===== src/hw/rtl/orb_pkg.sv =====
// Shared types, register indexes and defaults of the overwriting ring buffer / ROM store.
package orb_pkg;

	localparam int DEPTH_DEF = 256;
	localparam int DATA_W_DEF = 32;

	localparam int CFG_IDX_W = 2;
	localparam int CFG_DATA_W = 16;
	localparam int PERIOD_W = 16;
	localparam int USED_W = 9;
	// stored word and item payload width
	localparam int WORD_W = DATA_W_DEF;
	localparam int ADDR_W = 8;

	typedef enum logic [1:0] {
		OP_TICK  = 2'd0,
		OP_WRITE = 2'd1,
		OP_READ  = 2'd2,
		OP_LOAD  = 2'd3
	} op_t;

	typedef enum logic [CFG_IDX_W-1:0] {
		REG_ROM_MODE      = 2'd0,
		REG_ACCESS_PERIOD = 2'd1,
		REG_USED_SIZE     = 2'd2
	} cfg_reg_t;

	typedef struct packed {
		op_t                       op;
		logic signed [WORD_W-1:0]  data_in;
		logic [ADDR_W-1:0]         load_addr;
	} in_t;

	typedef struct packed {
		logic signed [WORD_W-1:0]  data_out;
		logic                      data_valid;
		logic                      window_open;
		logic                      write_dropped;
	} out_t;

	// status of one item on its way from the control logic to the result register
	typedef struct packed {
		logic data_valid;
		logic window_open;
		logic write_dropped;
	} meta_t;

endpackage


===== src/hw/rtl/orb_ctrl.sv =====
// Configuration registers, head/tail/full pointers and tick window logic.
module orb_ctrl #(
	parameter int DEPTH = orb_pkg::DEPTH_DEF,
	localparam int AW = $clog2(DEPTH)
) (
	input  logic                            clk,
	input  logic                            arst_n,
	input  logic                            cfg_wr,
	input  logic [orb_pkg::CFG_IDX_W-1:0]   cfg_index,
	input  logic [orb_pkg::CFG_DATA_W-1:0]  cfg_data,
	input  logic                            accept,
	input  orb_pkg::in_t                    item,
	output logic                            mem_we,
	output logic [AW-1:0]                   mem_waddr,
	output logic [orb_pkg::WORD_W-1:0]      mem_wdata,
	output logic [AW-1:0]                   mem_raddr,
	output orb_pkg::meta_t                  meta
);

	localparam int SZ_MAX = (DEPTH < 511) ? DEPTH : 511;
	localparam int IW = $clog2(SZ_MAX + 1);

	logic                          rom_mode_q;
	logic [orb_pkg::PERIOD_W-1:0]  period_q;
	logic [orb_pkg::USED_W-1:0]    used_q;
	logic [IW-1:0]                 head_q, tail_q;
	logic                          full_q;
	logic [orb_pkg::PERIOD_W-1:0]  tick_q;
	logic                          win_q;

	logic [IW-1:0]                 head_n, tail_n;
	logic                          full_n;
	logic [orb_pkg::PERIOD_W-1:0]  tick_n;
	logic                          win_n;

	always_ff @(posedge clk or negedge arst_n) begin
		if (!arst_n) begin
			rom_mode_q <= 1'b0;
			period_q <= orb_pkg::PERIOD_W'(1);
			used_q <= orb_pkg::USED_W'(256);
		end else if (cfg_wr) begin
			case (orb_pkg::cfg_reg_t'(cfg_index))
				orb_pkg::REG_ROM_MODE: rom_mode_q <= cfg_data[0];
				orb_pkg::REG_ACCESS_PERIOD: period_q <= cfg_data;
				orb_pkg::REG_USED_SIZE: used_q <= cfg_data[orb_pkg::USED_W-1:0];
				default: ;
			endcase
		end
	end

	always_comb begin
		logic [IW-1:0]                size;
		logic [IW-1:0]                head_f, tail_f, head_inc, tail_inc;
		logic [orb_pkg::PERIOD_W-1:0] c;

		// used size zero acts as one, above the depth as the depth
		if (used_q == '0) begin
			size = IW'(1);
		end else if (32'(used_q) > SZ_MAX) begin
			size = IW'(SZ_MAX);
		end else begin
			size = IW'(used_q);
		end

		// reset stale indices left by a size change or mode switch
		head_f = (head_q >= size) ? '0 : head_q;
		tail_f = (tail_q >= size) ? '0 : tail_q;
		head_inc = (head_f + IW'(1) == size) ? '0 : head_f + IW'(1);
		tail_inc = (tail_f + IW'(1) == size) ? '0 : tail_f + IW'(1);
		c = tick_q + orb_pkg::PERIOD_W'(1);

		head_n = head_q;
		tail_n = tail_q;
		full_n = full_q;
		tick_n = tick_q;
		win_n = win_q;
		mem_we = 1'b0;
		mem_waddr = AW'(tail_f);
		mem_wdata = $unsigned(item.data_in);
		mem_raddr = AW'(head_f);
		meta = '0;

		case (item.op)
			orb_pkg::OP_TICK: begin
				if (c >= period_q) begin
					tick_n = '0;
					win_n = 1'b1;
				end else begin
					tick_n = c;
					win_n = 1'b0;
				end
			end
			orb_pkg::OP_WRITE: begin
				if (rom_mode_q || !win_q) begin
					meta.write_dropped = 1'b1;
				end else begin
					mem_we = 1'b1;
					tail_n = tail_inc;
					head_n = full_q ? head_inc : head_f;
					if (tail_inc == (full_q ? head_inc : head_f)) begin
						full_n = 1'b1;
					end
				end
			end
			orb_pkg::OP_READ: begin
				if (rom_mode_q) begin
					// step without wrap; one miss past the end rewinds
					mem_raddr = AW'(head_q);
					if (head_q >= size) begin
						head_n = '0;
					end else begin
						meta.data_valid = 1'b1;
						head_n = head_q + IW'(1);
					end
				end else begin
					head_n = head_f;
					tail_n = tail_f;
					if (full_q || head_f != tail_f) begin
						meta.data_valid = 1'b1;
						head_n = head_inc;
						full_n = 1'b0;
					end
				end
			end
			orb_pkg::OP_LOAD: begin
				mem_waddr = AW'(item.load_addr);
				mem_we = 32'(item.load_addr) < DEPTH;
			end
			default: ;
		endcase

		meta.window_open = win_n;
		mem_we = mem_we & accept;
	end

	always_ff @(posedge clk or negedge arst_n) begin
		if (!arst_n) begin
			head_q <= '0;
			tail_q <= '0;
			full_q <= 1'b0;
			tick_q <= '0;
			win_q <= 1'b0;
		end else if (accept) begin
			head_q <= head_n;
			tail_q <= tail_n;
			full_q <= full_n;
			tick_q <= tick_n;
			win_q <= win_n;
		end
	end

endmodule


===== config.mk =====
export PLATFORM = sky130hd
export DESIGN_NAME = orb_ctrl
export DESIGN_NICKNAME = d
export VERILOG_FILES = /design/src/hw/rtl/orb_pkg.sv /design/src/hw/rtl/orb_ctrl.sv
export SDC_FILE = /design/constraint.sdc
export NUM_CORES = 1
export LEC_CHECK = 0
export ABC_AREA = 1
export BUFFER_PORTS_ARGS = -buffer_cell sky130_fd_sc_hd__buf_4
export CELL_PAD_IN_SITES_DETAIL_PLACEMENT = 0
export CELL_PAD_IN_SITES_GLOBAL_PLACEMENT = 1
export CORE_MARGIN = 5
export CORE_UTILIZATION = 40
export CTS_CLUSTER_SIZE = 30
export DETAILED_ROUTE_END_ITERATION = 16
export GPL_TIMING_DRIVEN = 0
export PLACE_DENSITY = 0.89
export REMOVE_ABC_BUFFERS = 1
export SYNTH_ARGS = -nofsm -noshare
export SYNTH_HDL_FRONTEND = slang
export SYNTH_SLANG_ARGS = --single-unit
export TNS_END_PERCENT = 100

===== constraint.sdc =====
create_clock -name clk -period 4.8 [get_ports clk]
set_clock_uncertainty 0.1 [all_clocks]
set_input_delay 0.48 -clock clk [delete_from_list [all_inputs] [get_ports clk]]
set_output_delay 0.48 -clock clk [all_outputs]
set_load 0.1 [all_outputs]

==> results.cfg <==
[status]
status = finished, final reports clean

[worst_setup_path]
start_kind = register
critPathKind = reg -> out
path_max_fanout = 7
crit_arrival_ns = 4.03
cp.required_ns = 4.22
end_kind = primary output

[sta]
finalCriticalPeriod_ns = 4.61
fin_setup_tns_ns = 0
hold_viol_final = 0
worst_pin_slew_ns = 1.04
post-route-period-util_pct = 96.0
rsz0062_at_grt = yes
finalWorstSetupSlack_ns = 0.194
final_max_slew_viol_count = 0
maxSlewHeadroom_pct = 30.5
max_clock_freq_mhz = 217
setup_viol = 0

[cts]
cts.sinks = 62
cts_inserted_buffers = 9
ctsRootBufferMaster = clkbuf_16
clk_path_buf_depth = 2
cts_htree_levels = 3
clock_latency_ns = 0.34
cts.reportedPaths.clkPinSlew_ns = 0.06
cts_tree = yes

[drt]
ant_nets = 0
finalWirelength_um = 18300
drcViolationCount = 0
wire_per_inst_um = 16.4
drtPass1Iterations = 6
dr.first_iter.drc_count = 483
vias = 5804
avgViaCountPerCell = 5.19

[placed_design]
dp_slack_ns = -0.727
placedCellCount = 1073
buffer_ports.inserted = 51
dp_hpwl_um = 13500
place_congestion = 0.894
place_area_um2 = 6120

[cells_and_area]
final_cells = 1118
syn2layout_area_growth_pct = 18.2
utilization_pct = 48.0
final_cell_mix = 224 x nand2_1, 147 x inv_1, 74 x buf_4
mostFrequentLayoutCell = nand2_1
drive_gt1_share_pct = 18.2
design_area_um2 = 6930
antenna_cells = 0
fillers = 1458
regArea_um2 = 1560
multi_input_area_um2 = 3670
layout.nets = 1031

[logic_synthesis]
ys_ff_latch = 62
postSynthAreaPerCell_um2 = 6.57
synth_top_area_share_pct = 25.6
async_flop_share_pct = 100
synth-main-ff-cell = dfrtp_1
synth_cell_type_count = 44
syn_inst = 892
yosysWarnings = 0
yosysSeqAreaShare_pct = 26.5
syn_area_um2 = 5860
synth_edf_count = 0
yosys.area.top_type = dfrtp_1
ys_top_cells_by_area = dfrtp_1 26%, nand2_1 15%, inv_1 9.6%

[global_route]
grt_pass1_vias = 5518
grt_max_degree = 63
grt_pass1_wl_um = 28400
antenna_found_initial = 0
grtUsageTotal_pct = 21.4
grt_overflow_total = 0

[floorplanning]
num_rows = 44
io_pins = 116
core_um2 = 14400
start_util_pct = 40.6
die_w_um = 131
die-area_um2 = 17200
fp.dieH_um = 131

[pwr]
ir_drop_mv = 0.441
powerDensity_nw_per_um2 = 760
p_leak_nw = 3.62

[worst_hold_path]
min_path_type = in -> async

[run]
max_cap_viol_count = 0
cell type report:
type | instances | area share, %
Inverter | 153 | 8.35
Sequential cell | 62 | 22.5
Clock inverter | 7 | 0.723
Tap cell | 184 | 3.32
Clock buffer | 9 | 3.25
Multi-Input combinational cell | 625 | 52.9
Timing Repair Buffer | 78 | 8.96
repair_timing:
item,in CTS,in global routing
setup buffers,6,21
gates cloned,0,2
gates resized for setup,17,49
pin swaps,3,13
hold buffers,0,0
endpoints found under the setup margin,16,24
kinds of logic (layout without fill, tap and decap cells):
group	after synthesis	in the layout	share of synthesized area (%)
compound gates	154	154	14.8
xor+xnor	23	23	3.44
fa+ha+maj	38	38	8.11
buf+inv	207	247	15.8
flops	62	62	26.5
simple gates	408	410	31.2
metal layers:
layer	up-vias	wire length (µm)	GRT usage, %
li1	2911	-	-
met1	2644	7610	27.1
met2	214	8660	34.5
met3	35	1620	7.76
met4	0	437	5.51
met5	-	0	0.588
state kept, by name, indices dropped and copies added, names as in the netlist:
register,count
head_q,9
period_q,16
used_q,9
full_q,1
rom_mode_q,1
tail_q,9
tick_q,16
win_q,1
worst max-delay path, cell delays in order, from the launching register on:
cell and delay (ns):
dfrtp_1 0.40, nor2_2 0.16, nand3_4 0.11, nor2_4 0.15, nor2_4 0.06, nor2_4 0.15
inv_2 0.09, ha_1 0.30, nand2_1 0.06, inv_1 0.06, nand2_2 0.08, nor3_4 0.05
nor2_4 0.17, nand2_4 0.12, nor2_1 0.40, xor2_1 0.13, nor3_1 0.21, nand4_1 0.25
inv_1 0.31, o21ai_0 0.15, buf_4 0.26
synthesized netlist by cell type, types with 2 or more instances:
library cell,number
o21ai_1,2
nor3_1,12
o21a_1,2
o21ai_0,65
ha_1,38
xnor2_1,3
o221ai_1,2
a221oi_1,2
xor2_1,20
nor2_8,2
nand3_1,53
nand4_4,2
o211ai_1,9
nor2_1,69
buf_4,36
nor2_4,5
dfrtp_1,60
inv_1,150
nand4_1,12
inv_2,2
dfstp_2,2
nand3_2,4
nor2_2,8
a21oi_1,48
nand2_2,6
o22ai_1,15
nand2_1,232
clkbuf_1,14
buf_6,2
path summary, 6_finish.rpt:
kind,startpoint,to,slack (ns),depth (start not counted)
worst min-delay path,arst_n,tail_q[5]$_DFFE_PN0P_,0.13,1
worst min register to register,period_q[1]$_DFFE_PN0P_,period_q[1]$_DFFE_PN0P_,0.39,2
min in group clk,cfg_data[13],period_q[13]$_DFFE_PN0P_,0.29,3
worst max register to register,used_q[3]$_DFFE_PN0P_,full_q$_DFFE_PN0P_,0.32,36
max in group asynchronous,arst_n,tick_q[2]$_DFFE_PN0P_,3.86,1
worst max-delay path,used_q[3]$_DFFE_PN0P_,meta[2],0.19,20
power by group:
group	switching (mW)	internal [mW]	leakage (nW)	total [mW]
Sequential	0.189	0.675	0.759	0.864
Combinational	2.57	1.21	2.74	3.78
Clock	0.266	0.350	0.128	0.616
through the flow:
stage	total power [mW]	hold WS, ns
after floorplan	3.41	0.0844
after global routing	5.71	0.196
final	5.26	0.127
after global placement	4.13	0.368
after CTS	4.96	0.178
after detailed placement	4.17	0.379
(Power assumes the default switching activity.)
